`src/dpbp_pkg.sv`:
```
`timescale 1ns / 1ps
// ----------------------------------------------------------------------------
// dpbp_pkg
// Widths, constants, shared types and the saturation helper of the depth
// pixel back-projection datapath.
// ----------------------------------------------------------------------------
package dpbp_pkg;

    // Field widths of the pixel and point channels.
    localparam int DEPTH_W    = 16;
    localparam int COORD_W    = 12;
    localparam int POINT_W    = 32;

    // Configuration field widths.
    localparam int FRAME_W    = 16;
    localparam int K_W        = 31;
    localparam int PP_W       = 28;
    localparam int PP_FRAC    = 16;
    localparam int DSCALE_W   = 32;
    localparam int COEF_W     = 20;
    localparam int TRANS_W    = 21;
    localparam int CFG_DATA_W = 63;
    localparam int CFG_IDX_W  = 3;

    // Pinhole projection datapath widths.
    localparam int OFF_W      = PP_W + 1;
    localparam int MAG_W      = PP_W;
    localparam int AMUL_W     = MAG_W + DEPTH_W;
    localparam int K_SPLIT    = 16;
    localparam int KHI_W      = K_W - K_SPLIT;
    localparam int HI_W       = AMUL_W + KHI_W;
    localparam int LO_W       = AMUL_W + K_SPLIT;
    localparam int PROJ_W     = AMUL_W + K_W + 1;
    localparam int PROJ_SHIFT = 40;
    localparam int Q_W        = PROJ_W - PROJ_SHIFT;
    localparam int ZPROD_W    = DEPTH_W + DSCALE_W;
    localparam int Z_SHIFT    = 24;
    localparam int ZQ_W       = ZPROD_W - Z_SHIFT;

    // Rotation datapath widths.
    localparam int PROD_W     = COEF_W + POINT_W;
    localparam int SUM_W      = PROD_W + 2;
    localparam int ROT_SHIFT  = 18;
    localparam int RQ_W       = SUM_W - ROT_SHIFT;

    // Saturation helper input width.
    localparam int SAT_W      = 40;

    localparam logic [DEPTH_W-1:0] INVALID_DEPTH = 16'd4096;
    localparam logic [32:0]        FRAME_RESET   = 33'd31457920;

    localparam logic [SAT_W-1:0]   NEG_LIMIT = 40'h0080000000;
    localparam logic [SAT_W-1:0]   POS_LIMIT = 40'h007FFFFFFF;
    localparam logic signed [POINT_W-1:0] POINT_MAX = 32'sh7FFFFFFF;
    localparam logic signed [POINT_W-1:0] POINT_MIN = 32'sh80000000;

    // Configuration register indexes.
    typedef enum logic [CFG_IDX_W-1:0] {
        REG_FRAME_AND_MODE  = 3'd0,
        REG_FOCAL_INVERSE   = 3'd1,
        REG_PRINCIPAL_POINT = 3'd2,
        REG_DEPTH_SCALE     = 3'd3,
        REG_ROTATION_ROW_X  = 3'd4,
        REG_ROTATION_ROW_Y  = 3'd5,
        REG_ROTATION_ROW_Z  = 3'd6,
        REG_TRANSLATION     = 3'd7
    } cfg_reg_t;

    // Camera intrinsics and frame geometry.
    typedef struct packed {
        logic [FRAME_W-1:0]  width;
        logic [FRAME_W-1:0]  height;
        logic [K_W-1:0]      kx;
        logic [K_W-1:0]      ky;
        logic [PP_W-1:0]     cx;
        logic [PP_W-1:0]     cy;
        logic [DSCALE_W-1:0] depth_scale;
    } intr_cfg_t;

    // Rigid transform: rot[r][c] is the coefficient of input c for output r.
    typedef struct packed {
        logic                              enable;
        logic [2:0][2:0][COEF_W-1:0]       rot;
        logic [2:0][TRANS_W-1:0]           trans;
    } xform_cfg_t;

    // Validated pixel in sign-magnitude offset form.
    typedef struct packed {
        logic               pix_ok;
        logic               neg_x;
        logic               neg_y;
        logic [MAG_W-1:0]   mag_x;
        logic [MAG_W-1:0]   mag_y;
        logic [DEPTH_W-1:0] depth;
    } front_t;

    // Camera-frame point.
    typedef struct packed {
        logic                      ok;
        logic signed [POINT_W-1:0] x;
        logic signed [POINT_W-1:0] y;
        logic signed [POINT_W-1:0] z;
    } point_t;

    // Apply a sign to a magnitude and clamp to the signed 32-bit range.
    function automatic logic signed [POINT_W-1:0] sat_mag(input logic neg,
                                                          input logic [SAT_W-1:0] mag);
        logic [SAT_W-1:0]          neg_mag;
        logic signed [POINT_W-1:0] res;
        neg_mag = SAT_W'(0) - mag;
        if (neg) begin
            if (mag >= NEG_LIMIT) res = POINT_MIN;
            else                  res = neg_mag[POINT_W-1:0];
        end else begin
            if (mag > POS_LIMIT)  res = POINT_MAX;
            else                  res = mag[POINT_W-1:0];
        end
        return res;
    endfunction

endpackage

```
`src/dpbp_front.sv`:
```
`timescale 1ns / 1ps
// ----------------------------------------------------------------------------
// dpbp_front
// First pipeline stage: validates depth and border, forms the pixel offsets
// from the principal point in sign-magnitude form.
// ----------------------------------------------------------------------------
module dpbp_front
    import dpbp_pkg::*;
#(
    parameter int BORDER_PIXELS = 50,
    parameter int COORD_BITS    = 12
) (
    input  logic               aclk,
    input  logic               aresetn,
    input  intr_cfg_t          cfg,
    input  logic               in_valid,
    output logic               in_ready,
    input  logic [DEPTH_W-1:0] depth,
    input  logic [COORD_W-1:0] column,
    input  logic [COORD_W-1:0] row,
    output logic               out_valid,
    input  logic               out_ready,
    output front_t             out_data
);

    localparam int USED_BITS = (COORD_BITS < COORD_W) ? COORD_BITS : COORD_W;
    localparam logic [COORD_W-1:0] COORD_MASK = {COORD_W{1'b1}} >> (COORD_W - USED_BITS);
    localparam int EXT_W = FRAME_W + 1;
    localparam logic [EXT_W-1:0] BORDER = EXT_W'(BORDER_PIXELS);

    logic               v_reg;
    front_t             data_reg;
    front_t             data_next;
    logic [COORD_W-1:0] col_q;
    logic [COORD_W-1:0] row_q;
    logic [EXT_W-1:0]   col_e;
    logic [EXT_W-1:0]   row_e;
    logic               depth_bad;
    logic               border_bad;
    logic [OFF_W-1:0]   diff_x;
    logic [OFF_W-1:0]   diff_y;
    logic [OFF_W-1:0]   ndiff_x;
    logic [OFF_W-1:0]   ndiff_y;

    assign in_ready  = !v_reg || out_ready;
    assign out_valid = v_reg;
    assign out_data  = data_reg;

    // Pixel validity: reserved depth codes and the frame border.
    always_comb begin
        col_q      = column & COORD_MASK;
        row_q      = row & COORD_MASK;
        col_e      = EXT_W'(col_q);
        row_e      = EXT_W'(row_q);
        depth_bad  = (depth == '0) || (depth == INVALID_DEPTH);
        border_bad = (col_e < BORDER) || (row_e < BORDER)
                  || ((col_e + BORDER) >= EXT_W'(cfg.width))
                  || ((row_e + BORDER) >= EXT_W'(cfg.height));
    end

    // Offsets from the principal point, in Q12.16 pixels.
    always_comb begin
        diff_x  = {1'b0, col_q, {PP_FRAC{1'b0}}} - {1'b0, cfg.cx};
        diff_y  = {1'b0, row_q, {PP_FRAC{1'b0}}} - {1'b0, cfg.cy};
        ndiff_x = OFF_W'(0) - diff_x;
        ndiff_y = OFF_W'(0) - diff_y;
        data_next.pix_ok = !depth_bad && !border_bad;
        data_next.neg_x  = diff_x[OFF_W-1];
        data_next.neg_y  = diff_y[OFF_W-1];
        data_next.mag_x  = diff_x[OFF_W-1] ? ndiff_x[MAG_W-1:0] : diff_x[MAG_W-1:0];
        data_next.mag_y  = diff_y[OFF_W-1] ? ndiff_y[MAG_W-1:0] : diff_y[MAG_W-1:0];
        data_next.depth  = depth;
    end

    // Stage register.
    always_ff @(posedge aclk) begin
        if (!aresetn) begin
            v_reg <= 1'b0;
        end else if (in_ready) begin
            v_reg <= in_valid;
        end
    end

    always_ff @(posedge aclk) begin
        if (in_ready && in_valid) begin
            data_reg <= data_next;
        end
    end

endmodule

```
`config.mk`:
```
export PLATFORM = sky130hd
export DESIGN_NAME = dpbp_front
export DESIGN_NICKNAME = d
export VERILOG_FILES = /design/src/dpbp_pkg.sv /design/src/dpbp_front.sv
export SDC_FILE = /design/constraint.sdc
export NUM_CORES = 1
export LEC_CHECK = 0
export BUFFER_PORTS_ARGS = -buffer_cell sky130_fd_sc_hd__buf_2
export CELL_PAD_IN_SITES_DETAIL_PLACEMENT = 1
export CELL_PAD_IN_SITES_GLOBAL_PLACEMENT = 2
export CORE_UTILIZATION = 27
export CTS_BUF_LIST = sky130_fd_sc_hd__clkbuf_16
export CTS_CLUSTER_SIZE = 10
export DETAILED_ROUTE_END_ITERATION = 8
export GPL_ROUTABILITY_DRIVEN = 1
export PLACE_DENSITY = 0.86
export RECOVER_POWER = 25
export SLEW_MARGIN = 10
export SYNTH_ARGS = -nofsm -noshare
export SYNTH_HDL_FRONTEND = slang
export SYNTH_SLANG_ARGS = --single-unit
```
`constraint.sdc`:
```
create_clock -name aclk -period 4.64 [get_ports aclk]
set_input_delay 0.928 -clock aclk [delete_from_list [all_inputs] [get_ports aclk]]
set_output_delay 0.928 -clock aclk [all_outputs]
set_load 0.01 [all_outputs]
```
Yosys cells after proc, flatten, opt, wreduce, memory -nomap -nowiden:

Cells that the tools add are included.
W data, S select, Z words.

* flip-flop bits (word level): 76
* bits in latches: 0
* RAM bits: 0
* ROM bits: 0
* input bits: 226
* word-level logic and storage cells: 31
* memories kept: 0

* add/sub/neg operators: 6
* multipliers: 0
* divide/modulo/power cells: 0
* $lt $le $gt $ge: 4
* eq/ne operators: 1
* shifts and indexed selects: 0
* multiplexer cells: 2
* bitwise gates (word level): 0
* reduce and logical (&&, ||, !) cells: 11

Operators by type and width (count)
* $sub A28 B28 Y29: 2
* $mux W28: 2
* $sub A1 B28 Y28 const A: 2
* $ge A13 B16 Y1: 2
* $add A12 B6 Y13 const B: 2
* $lt A12 B6 Y1 const B: 2
* $eq A16 B13 Y1 const B: 1
* $logic_not A16 Y1: 1
* $logic_or A1 B1 Y1: 5
* $logic_not A1 Y1: 3
* $logic_and A1 B1 Y1: 2

Longest topological paths before layout:

Gate-level depths: netlist of run 1.

* word-level depth: 6
* mapped depth: 15
* gate-level depth less buffers: 12

Least setup slack after synthesis of run 1:

Ideal clock, no wire load.

* path kind: input-to-reg
* from: in cfg[69] (netlist bit)
* to: reg data_reg (netlist bit out_data[71]), data pin
* setup time: 263 ps
* arrival: 3561 ps
* required time: 4377 ps
* setup slack: 816 ps
* cell stages on the path: 10
* cell sequence: clkbuf_1 -> or4_4 -> or4_4 -> o41ai_4 -> xor2_2 -> or2_2 -> or3_4 -> nor2_2 -> a41oi_2 -> xor2_1

RTL lines
* start, declared: line dpbp_front.sv:15 `input intr_cfg_t cfg,`
* end signal, assigned: line dpbp_front.sv:86 `data_reg <= data_next;`
* end, declared: line dpbp_front.sv:32 `front_t data_reg;`

==> impl_metrics.env, run 1 <==
export IMPL_grt_pass1_vias=6103
export IMPL_drtAntennaViolNets=0
export IMPL_numCtsBuffers=9
export IMPL_worstSetupEndpointType="flop"
export IMPL_worst_r2r_startpoint="out_valid"
export IMPL_floorplan_die_width_microns=160
export IMPL_filler_cell_count=3002
export IMPL_yosysMostFrequentCell="xnor2_1"
export IMPL_drt_wirelength_per_cell_microns=15.3
export IMPL_final_setup_tns_ns=0
export IMPL_clock_tree_root_cell="clkbuf_16"
export IMPL_final_min_period_ns=3.95
export IMPL_fmax_mhz=253
export IMPL_clock_skew_final_ns=0.00913
export IMPL_dr_total_vias=6109
export IMPL_globalRoute_totalOverflow=0
export IMPL_slew_violations=0
export IMPL_gpl_final_weighted_congestion=0.852
export IMPL_final_layout_size_suffix_gt1_frac=0.229
export IMPL_seq_power_share=0.379
export IMPL_areaGrowthSynthToFinish_pct=24.4
export IMPL_synth_seq_area_share=0.337
export IMPL_hold_class="flop to flop"
export IMPL_synth_enable_flop_cells=75
export IMPL_grt_pass1_wl_mm=31.1
export IMPL_slew_limit_headroom=0.356
export IMPL_timing_final_crit_share=0.851
export IMPL_finish_cell_count_without_fillers=1272
export IMPL_netlist_area_leader_share=0.334
export IMPL_outcome="finished, final reports clean"
export IMPL_track_usage=0.153
export IMPL_core_area_sq_um=24400
export IMPL_post_synth_main_area_contributors="edfxtp_1 (33%), ha_1 (10%), xnor2_1 (10%)"
export IMPL_worstSetupEndpoint="out_data[54]"
export IMPL_yosys_top_cells_count="xnor2_1 (77), edfxtp_1 (75), inv_1 (71), nor2_1 (57), ha_1 (54)"
export IMPL_timing_worst_slew_pin_value_ns=0.966
export IMPL_dp_cells=1254
export IMPL_setup_violations=0
export IMPL_synth_nets=1018
export IMPL_clk_transition_reported_paths_ns=0.07
export IMPL_avgSynthCellArea_sq_um=9.13
export IMPL_pin_count=303
export IMPL_post_synth_instance_area_sq_um=6740
export IMPL_crit_path_from="cfg[60]"
export IMPL_wl_mm=19.5
export IMPL_crit_reg2reg_capture="out_data[43]"
export IMPL_netlist_instances=738
export IMPL_count_of_buffers_inserted_at_the_top_level_ports=208
export IMPL_clockBufferDepth=2
export IMPL_ctsResizeCount=0
export IMPL_rsz0062_at_grt="false"
export IMPL_initial_antenna_violation_count=6
export IMPL_pin_count_of_the_biggest_net_entering_global_routing=76
export IMPL_cell_internal_pwr_mw=1.62
export IMPL_drc_errors=0
export IMPL_cts_htree_levels=3
export IMPL_postCtsSetupBuffers=0
export IMPL_synth_async_reset_ratio=0
export IMPL_p_switching_mw=0.754
export IMPL_reg2reg_setup_slack_ns=3.02
export IMPL_yosysWarningCount=0
export IMPL_synth_top_cell_by_area="edfxtp_1"
export IMPL_finalHoldViolations=0
export IMPL_timing_critical_path_from_type="primary input"
export IMPL_clkPwrFrac=0.311
export IMPL_post_synth_num_cell_types=73
export IMPL_rows=57
export IMPL_worst_endpoint_arrival_ns=4.05
export IMPL_crit_path_category="primary input to flop"
export IMPL_irDropWorstVdd_uv=173
export IMPL_power_static_leakage_nw=3.49
export IMPL_clk_insertion_delay_late_ns=0.35
export IMPL_combPwrFrac=0.310
export IMPL_detailedRoute_firstPassIterationCount=4
export IMPL_die_h_microns=160
export IMPL_drt_vias_per_instance=4.80
export IMPL_detailed_place_hpwl_mm=16.4
export IMPL_initial_core_util=0.276
export IMPL_initialDrtViolationCount=205
export IMPL_drv_cap=0
export IMPL_holdBufCountCts=0
export IMPL_worstPathMaxFanout=15
export IMPL_clock_sinks=76
export IMPL_post_route_util=0.344
export IMPL_switching_share=0.318
export IMPL_tritoncts="built"
export IMPL_worst_ep_required_time_ns=4.74
export IMPL_reg2reg_depth=2
export IMPL_synth_ff_latch_count=76
export IMPL_final_net_count=1221
export IMPL_design_die_area_sq_um=25600
export IMPL_pwr_density_cell_nw_per_um2=283
export IMPL_synthFlopType="edfxtp_1"
==> layout make-up <==
class	instances	area, sq um	share of cell area
Multi-Input combinational cell	566	4080	0.487
Sequential cell	76	2270	0.271
Timing Repair Buffer	215	1030	0.123
Tap cell	324	405	0.0484
Inverter	73	274	0.0327
Clock buffer	9	225	0.0269
Clock inverter	7	90.1	0.0107
Antenna cell	2	5.00	0.000597
==> layout by cell type, fill, tap and decap left out, types with 24 or more instances in the layout <==
master,Yosys,routed
clkbuf_1,11,50
xor2_1,27,27
inv_1,71,71
nor3_1,24,24
ha_1,54,54
nand2_1,49,49
edfxtp_1,75,75
a21oi_1,39,39
buf_2,9,158
nor2_1,57,57
xnor2_1,77,77
==> power groups by stage <==
stage	Combinational, mW	Sequential [mW]	Clock, mW
3_5_place_dp	0.757	0.911	0
3_3_place_gp	0.737	0.911	0
4_1_cts	0.759	0.898	0.761
6_report	0.736	0.899	0.737
2_1_floorplan	0.441	0.955	0
5_1_grt	0.818	0.906	0.782
==> metal layers <==
layer | track usage | wire [microns] | vias to the layer above
li1 | - | - | 3073
met1 | 0.177 | 8200 | 2857
met2 | 0.279 | 9890 | 139
met3 | 0.0296 | 935 | 32
met4 | 0.0532 | 375 | 8
met5 | 0 | 48 | -
==> flip-flops by register name, indices dropped and copies added (netlist names) <==
signal and flops:
out_data 75, out_valid 1
==> cell families (layout without fill, tap and decap cells) <==
family | count (synthesis) | in the layout | share of synthesized area
and+or+nand+nor | 248 | 248 | 0.200
AOI/OAI and AO/OA | 151 | 151 | 0.154
xor gates and xnor gates | 105 | 105 | 0.138
buffers and inverters | 96 | 304 | 0.0574
DFF | 76 | 76 | 0.337
adders and majority gates | 54 | 54 | 0.100
muxes | 8 | 8 | 0.0124
other | 0 | 2 | 0
==> critical path: stages <==
cell and delay, ns:
clkbuf_1 0.36, inv_1 0.10, ha_1 0.23, nor4b_1 0.17, and2_1 0.26, a311oi_1 0.55
o21ai_1 0.21, o311a_1 0.33, o21ai_0 0.20, nand2_2 0.11, inv_2 0.23, mux2i_1 0.25
xnor2_1 0.10
==> metrics by stage <==
stage	instance area, sq um	total power [mW]	hold WS (ns)	setup WS [ns]
2_1_floorplan	6740	1.40	0.610	0.816
3_3_place_gp	8120	1.65	0.516	0.531
3_5_place_dp	8120	1.67	0.530	0.492
4_1_cts	8440	2.42	0.539	0.861
5_1_grt	8380	2.51	0.626	0.468
6_report	8380	2.37	0.536	0.691
==> how the worst min path moves through the flow <==
stage                          from   endpoint  depth (start not counted)
final                     out_valid  out_valid                          2
after global routing      out_valid  out_valid                          2
after CTS                 out_valid  out_valid                          2
after detailed placement  out_valid  out_valid                          2
after global placement    out_valid  out_valid                          2
after floorplan           out_valid  out_valid                          2
No activity file was read; power rests on OpenSTA's default activity.
==> run 2, diff against run 1 <==
- BUFFER_PORTS_ARGS: -buffer_cell sky130_fd_sc_hd__buf_2 -> -buffer_cell sky130_fd_sc_hd__clkbuf_2
==> impl_metrics.env, run 2 (same netlist as run 1, synthesis figures left out) <==
export IMPL_hold_class="flop to flop"
export IMPL_seq_power_share=0.376
export IMPL_design_die_area_sq_um=25600
export IMPL_detailed_place_hpwl_mm=16.4
export IMPL_ctsResizeCount=0
export IMPL_wl_mm=19.5
export IMPL_irDropWorstVdd_uv=157
export IMPL_detailedRoute_firstPassIterationCount=4
export IMPL_rows=57
export IMPL_worstPathMaxFanout=15
export IMPL_drt_vias_per_instance=4.78
export IMPL_cts_htree_levels=3
export IMPL_mostFrequentLayoutCells="clkbuf_2 (156), xnor2_1 (77), edfxtp_1 (75), inv_1 (71), nor2_1 (57)"
export IMPL_final_net_count=1222
export IMPL_pwr_density_cell_nw_per_um2=285
export IMPL_postCtsSetupBuffers=0
export IMPL_numCtsBuffers=9
export IMPL_critical_path_buf_inv_count=3
export IMPL_clkPwrFrac=0.318
export IMPL_worstSetupEndpointType="flop"
export IMPL_die_h_microns=160
export IMPL_areaGrowthSynthToFinish_pct=24.7
export IMPL_timing_final_crit_share=0.840
export IMPL_dr_total_vias=6089
export IMPL_clock_sinks=76
export IMPL_post_route_util=0.344
export IMPL_finalHoldViolations=0
export IMPL_tritoncts="built"
export IMPL_count_of_buffers_inserted_at_the_top_level_ports=208
export IMPL_rsz0062_at_grt="false"
export IMPL_timing_critical_path_slowest_stage_cell="a311oi_1"
export IMPL_power_static_leakage_nw=3.53
export IMPL_fmax_mhz=256
export IMPL_crit_path_category="primary input to flop"
export IMPL_globalRoute_totalOverflow=0
export IMPL_grt_most_used_layer="met2"
export IMPL_drc_errors=0
export IMPL_critical_path_top_delay_family="compound AO/OA/AOI/OAI gates"
export IMPL_drv_cap=0
export IMPL_layout_cells_most_common="clkbuf_2"
export IMPL_number_of_flip_flops_in_the_largest_register=75
export IMPL_pin_count_of_the_biggest_net_entering_global_routing=76
export IMPL_clockBufferDepth=2
export IMPL_worst_ep_required_time_ns=4.73
export IMPL_switching_share=0.307
export IMPL_timing_critical_path_from_type="primary input"
export IMPL_track_usage=0.152
export IMPL_grt_pass1_vias=6185
export IMPL_clock_tree_root_cell="clkbuf_16"
export IMPL_critPathMaxStageDelay_ns=0.55
export IMPL_initial_core_util=0.276
export IMPL_initialDrtViolationCount=230
export IMPL_globalRouteMet1Util=0.175
export IMPL_slew_violations=0
export IMPL_outcome="finished, final reports clean"
export IMPL_timing_worst_slew_pin_value_ns=0.963
export IMPL_clock_skew_final_ns=0.00872
export IMPL_p_switching_mw=0.735
export IMPL_drtAntennaViolNets=0
export IMPL_final_min_period_ns=3.90
export IMPL_worst_endpoint_arrival_ns=3.99
export IMPL_clk_transition_reported_paths_ns=0.07
export IMPL_combPwrFrac=0.307
export IMPL_slew_limit_headroom=0.358
export IMPL_gpl_final_weighted_congestion=0.847
export IMPL_critical_path_cell_chain="clkbuf_1 > inv_1 > ha_1 > nor4b_1 > and2_1 > a311oi_1 > o21ai_1 > o311a_1 > o21ai_0 > nand2_2 > inv_2 > mux2i_1 > xnor2_1"
export IMPL_final_setup_tns_ns=0
export IMPL_grt_use_met3=0.0338
export IMPL_initial_antenna_violation_count=6
export IMPL_cell_internal_pwr_mw=1.66
export IMPL_grt_use_met2=0.281
export IMPL_clk_insertion_delay_late_ns=0.34
export IMPL_core_area_sq_um=24400
export IMPL_grt_pass1_wl_mm=31.0
export IMPL_drt_wirelength_per_cell_microns=15.3
export IMPL_filler_cell_count=2976
export IMPL_pin_count=303
export IMPL_setup_violations=0
export IMPL_holdBufCountCts=0
export IMPL_floorplan_die_width_microns=160
export IMPL_final_layout_size_suffix_gt1_frac=0.227
==> run 2: cell types whose count changed in the layout (fill, tap and decap cells not counted), sizes merged <==
cell,change
inv,-2
clkbuf,+158
clkinv,+1
buf,-157
bufinv,+1
==> run 2: final timing paths <==
check                           startpoint      endpoint  slack [ns]  cells after the start
worst max-delay path               cfg[60]  out_data[54]        0.74                     13
worst min-delay path             out_valid     out_valid        0.56                      2
worst max register to register   out_valid  out_data[34]        3.01                      2
worst min register to register   out_valid     out_valid        0.56                      2
==> run 2: area by class of cell <==
cell class | count | area, sq um | share of cell area
Antenna cell | 2 | 5.00 | 0.000596
Clock buffer | 9 | 225 | 0.0268
Clock inverter | 7 | 98.8 | 0.0118
Inverter | 73 | 274 | 0.0326
Multi-Input combinational cell | 566 | 4080 | 0.486
Sequential cell | 76 | 2270 | 0.271
Tap cell | 324 | 405 | 0.0483
Timing Repair Buffer | 216 | 1040 | 0.123
==> run 2: metal layers <==
| metal | part of all wire | wire length (microns) | up-vias |
|---|---|---|---|
| met5 | 0.0026 | 51 | - |
| met3 | 0.048 | 943 | 19 |
| met1 | 0.42 | 8260 | 2864 |
| met2 | 0.51 | 10000 | 115 |
| met4 | 0.010 | 195 | 8 |
| li1 | - | - | 3083 |
==> run 2: worst reg2reg max path: stages, from the launching register on <==
cell and delay, ns:
dfxtp_1 0.31, nand2b_1 0.10, and2_4 0.80
==> run 2: power groups by stage <==
stage	combinational (mW)	clock [mW]	sequential, mW
floorplan	0.441	0	0.955
global placement	0.736	0	0.914
detailed placement	0.756	0	0.914
CTS	0.758	0.787	0.902
global route	0.815	0.810	0.908
finish	0.735	0.762	0.900
==> run 2: per-stage QoR <==
step | power (mW) | std cells | setup WS (ns) | instance area [sq um] | hold WS [ns]
after global placement | 1.65 | 1255 | 0.537 | 8130 | 0.525
after CTS | 2.45 | 1271 | 0.846 | 8460 | 0.567
after global routing | 2.53 | 1271 | 0.455 | 8390 | 0.607
after floorplan | 1.40 | 738 | 0.816 | 6740 | 0.610
after detailed placement | 1.67 | 1255 | 0.476 | 8130 | 0.558
final | 2.40 | 1273 | 0.741 | 8400 | 0.564
==> run 3, diff against run 2 <==
- ABC_AREA: unset -> 1
- CORE_UTILIZATION: 27 -> 26
- clock period: 4.64 -> 4.1 ns (I/O delays scaled with it)
==> impl_metrics.env, run 3 <==
export IMPL_synth_async_reset_ratio=0
export IMPL_worst_ep_required_time_ns=4.28
export IMPL_clk_transition_reported_paths_ns=0.06
export IMPL_avgSynthCellArea_sq_um=6.79
export IMPL_clkPwrFrac=0.294
export IMPL_yosys_top_cells_count="nand2_1 (377), inv_1 (172), nor2_1 (119), nand3_1 (90), edfxtp_1 (75)"
export IMPL_initial_core_util=0.264
export IMPL_drt_vias_per_instance=4.50
export IMPL_irDropWorstVdd_uv=148
export IMPL_worstSetupEndpointType="flop"
export IMPL_postCtsSetupBuffers=0
export IMPL_worstPathMaxFanout=4
export IMPL_violated_checks="capacitance limit, slew limit"
export IMPL_design_die_area_sq_um=31700
export IMPL_post_synth_num_cell_types=42
export IMPL_dr_total_vias=8112
export IMPL_netlist_area_leader_share=0.280
export IMPL_netlist_instances=1187
export IMPL_pin_count=303
export IMPL_timing_final_crit_share=0.740
export IMPL_slew_limit_headroom=-0.0149
export IMPL_power_static_leakage_nw=5.01
export IMPL_core_area_sq_um=30500
export IMPL_grt_pass1_wl_mm=40.1
export IMPL_outcome="finished with violations"
export IMPL_combPwrFrac=0.347
export IMPL_worst_endpoint_arrival_ns=3.21
export IMPL_synth_top_cell_by_area="edfxtp_1"
export IMPL_tritoncts="built"
export IMPL_yosysMostFrequentCell="nand2_1"
export IMPL_wl_mm=24.7
export IMPL_setup_violations=0
export IMPL_synth_enable_flop_cells=75
export IMPL_pwr_density_cell_nw_per_um2=284
export IMPL_final_layout_size_suffix_gt1_frac=0.230
export IMPL_dp_cells=1787
export IMPL_critical_path_cell_chain="clkbuf_2 > inv_1 > nor2_1 > nor3_1 > nor3_1 > nand2_1 > inv_1 > nand2_1 > xnor2_1 > ha_1 > nand2_1 > o21ai_0 > a21oi_1 > a21boi_0 > nand4_1 > nor3b_1"
export IMPL_finish_cell_count_without_fillers=1803
export IMPL_finalHoldViolations=0
export IMPL_clock_sinks=76
export IMPL_drv_cap=1
export IMPL_grt_pass1_vias=8228
export IMPL_drc_errors=0
export IMPL_switching_share=0.360
export IMPL_initialDrtViolationCount=254
export IMPL_worst_slack_ns=1.07
export IMPL_track_usage=0.160
export IMPL_hold_class="flop to flop"
export IMPL_synth_seq_area_share=0.282
export IMPL_count_of_buffers_inserted_at_the_top_level_ports=208
export IMPL_post_synth_main_area_contributors="edfxtp_1 (28%), nand2_1 (18%), ha_1 (8.4%)"
export IMPL_initial_antenna_violation_count=0
export IMPL_final_setup_tns_ns=0
export IMPL_clock_skew_final_ns=0.00380
export IMPL_rows=64
export IMPL_crit_path_category="primary input to flop"
export IMPL_final_net_count=1682
export IMPL_critical_path_most_common_cell="nand2_1"
export IMPL_final_min_period_ns=3.03
export IMPL_preCtsSetupSlack_ns=0.690
export IMPL_timing_critical_path_slowest_stage_cell="nand4_1"
export IMPL_cts_htree_levels=3
export IMPL_detailedRoute_firstPassIterationCount=4
export IMPL_fmax_mhz=330
export IMPL_number_of_flip_flops_in_the_largest_register=75
export IMPL_synth_ff_latch_count=76
export IMPL_timing_worst_slew_pin_value_ns=1.52
export IMPL_pin_count_of_the_biggest_net_entering_global_routing=48
export IMPL_mostFrequentLayoutCells="nand2_1 (377), clkbuf_2 (185), inv_1 (172), nor2_1 (119), nand3_1 (90)"
export IMPL_die_h_microns=178
export IMPL_antennaDiodeCount=0
export IMPL_clockBufferDepth=2
export IMPL_slew_violations=29
export IMPL_globalRoute_totalOverflow=0
export IMPL_gpl_final_weighted_congestion=0.866
export IMPL_rsz0062_at_grt="false"
export IMPL_post_synth_instance_area_sq_um=8060
export IMPL_areaGrowthSynthToFinish_pct=22.2
export IMPL_ctsResizeCount=0
export IMPL_seq_power_share=0.359
export IMPL_globalRouteMet1Util=0.196
export IMPL_timing_critical_path_from_type="primary input"
export IMPL_yosysWarningCount=0
export IMPL_reg2reg_depth=2
export IMPL_clock_tree_root_cell="clkbuf_16"
export IMPL_detailed_place_hpwl_mm=21.9
export IMPL_drtAntennaViolNets=0
export IMPL_placedInstanceArea_sq_um=9580
export IMPL_holdBufCountCts=0
export IMPL_min_delay_path_depth=2
export IMPL_drt_wirelength_per_cell_microns=13.7
export IMPL_floorplan_die_width_microns=178
export IMPL_grt_use_met2=0.290
export IMPL_cell_internal_pwr_mw=1.79
export IMPL_synthFlopType="edfxtp_1"
export IMPL_critPathMaxStageDelay_ns=0.27
export IMPL_numCtsBuffers=9
export IMPL_clk_insertion_delay_late_ns=0.34
export IMPL_layout_cells_most_common="nand2_1"
export IMPL_grt_most_used_layer="met2"
export IMPL_postLayoutCellArea_sq_um=9840
export IMPL_p_switching_mw=1.01
export IMPL_grt_use_met3=0.0171
export IMPL_synth_nets=1467
-- run 3: layout make-up --
type / count / area (sq um)
fillers: 3965 / 20700
multi-input cells: 910 / 5010
flip-flops and latches: 76 / 2270
repair buffers: 212 / 1040
inverters: 193 / 724
well taps: 396 / 495
clock buffers: 9 / 225
clock inverters: 7 / 82.6
-- run 3: critical path: cells and delay by family --
kind	cells	cell delay (ns)
AND/OR/NAND/NOR	8	1.30
buffers and inverters	3	0.26
XOR/XNOR	1	0.16
AO/OA/AOI/OAI	3	0.41
adder cells (fa/ha/maj)	1	0.25
-- run 3: power by group through the flow --
stage / clock network (mW) / registers [mW] / logic (mW)
after detailed placement: 0 / 1.02 / 0.995
after floorplan: 0 / 1.06 / 0.588
after CTS: 0.849 / 1.01 / 0.998
after global routing: 0.880 / 1.01 / 1.11
after global placement: 0 / 1.02 / 0.971
final: 0.822 / 1.00 / 0.971
-- run 3: worst paths after layout --
check                       to  slack (ns)      start
setup / recovery  out_data[74]        1.07  column[1]
hold / removal       out_valid        0.54  out_valid
setup reg to reg  out_data[54]        2.00  out_valid
hold reg to reg      out_valid        0.54  out_valid
-- run 3: cells by family after synthesis --
logic type,after synthesis,share of synthesized area
fa+ha+maj,54,0.0839
buf+inv,201,0.0972
xor+xnor,48,0.0522
simple gates,727,0.427
compound gates,81,0.0576
flops,76,0.282
-- run 3: routing by layer --
metal | vias to the layer above | share of wire
met5 | - | 0
met4 | 0 | 0.022
met3 | 26 | 0.028
met2 | 119 | 0.50
met1 | 3745 | 0.45
li1 | 4222 | -
-- run 3: stage by stage --
step | util | hold WS (ns) | total power, mW
detailed placement | 0.314 | 0.575 | 2.02
global placement | 0.314 | 0.536 | 1.99
finish | 0.323 | 0.540 | 2.80
floorplan | - | 0.608 | 1.65
CTS | 0.324 | 0.583 | 2.85
global route | 0.323 | 0.578 | 3.00
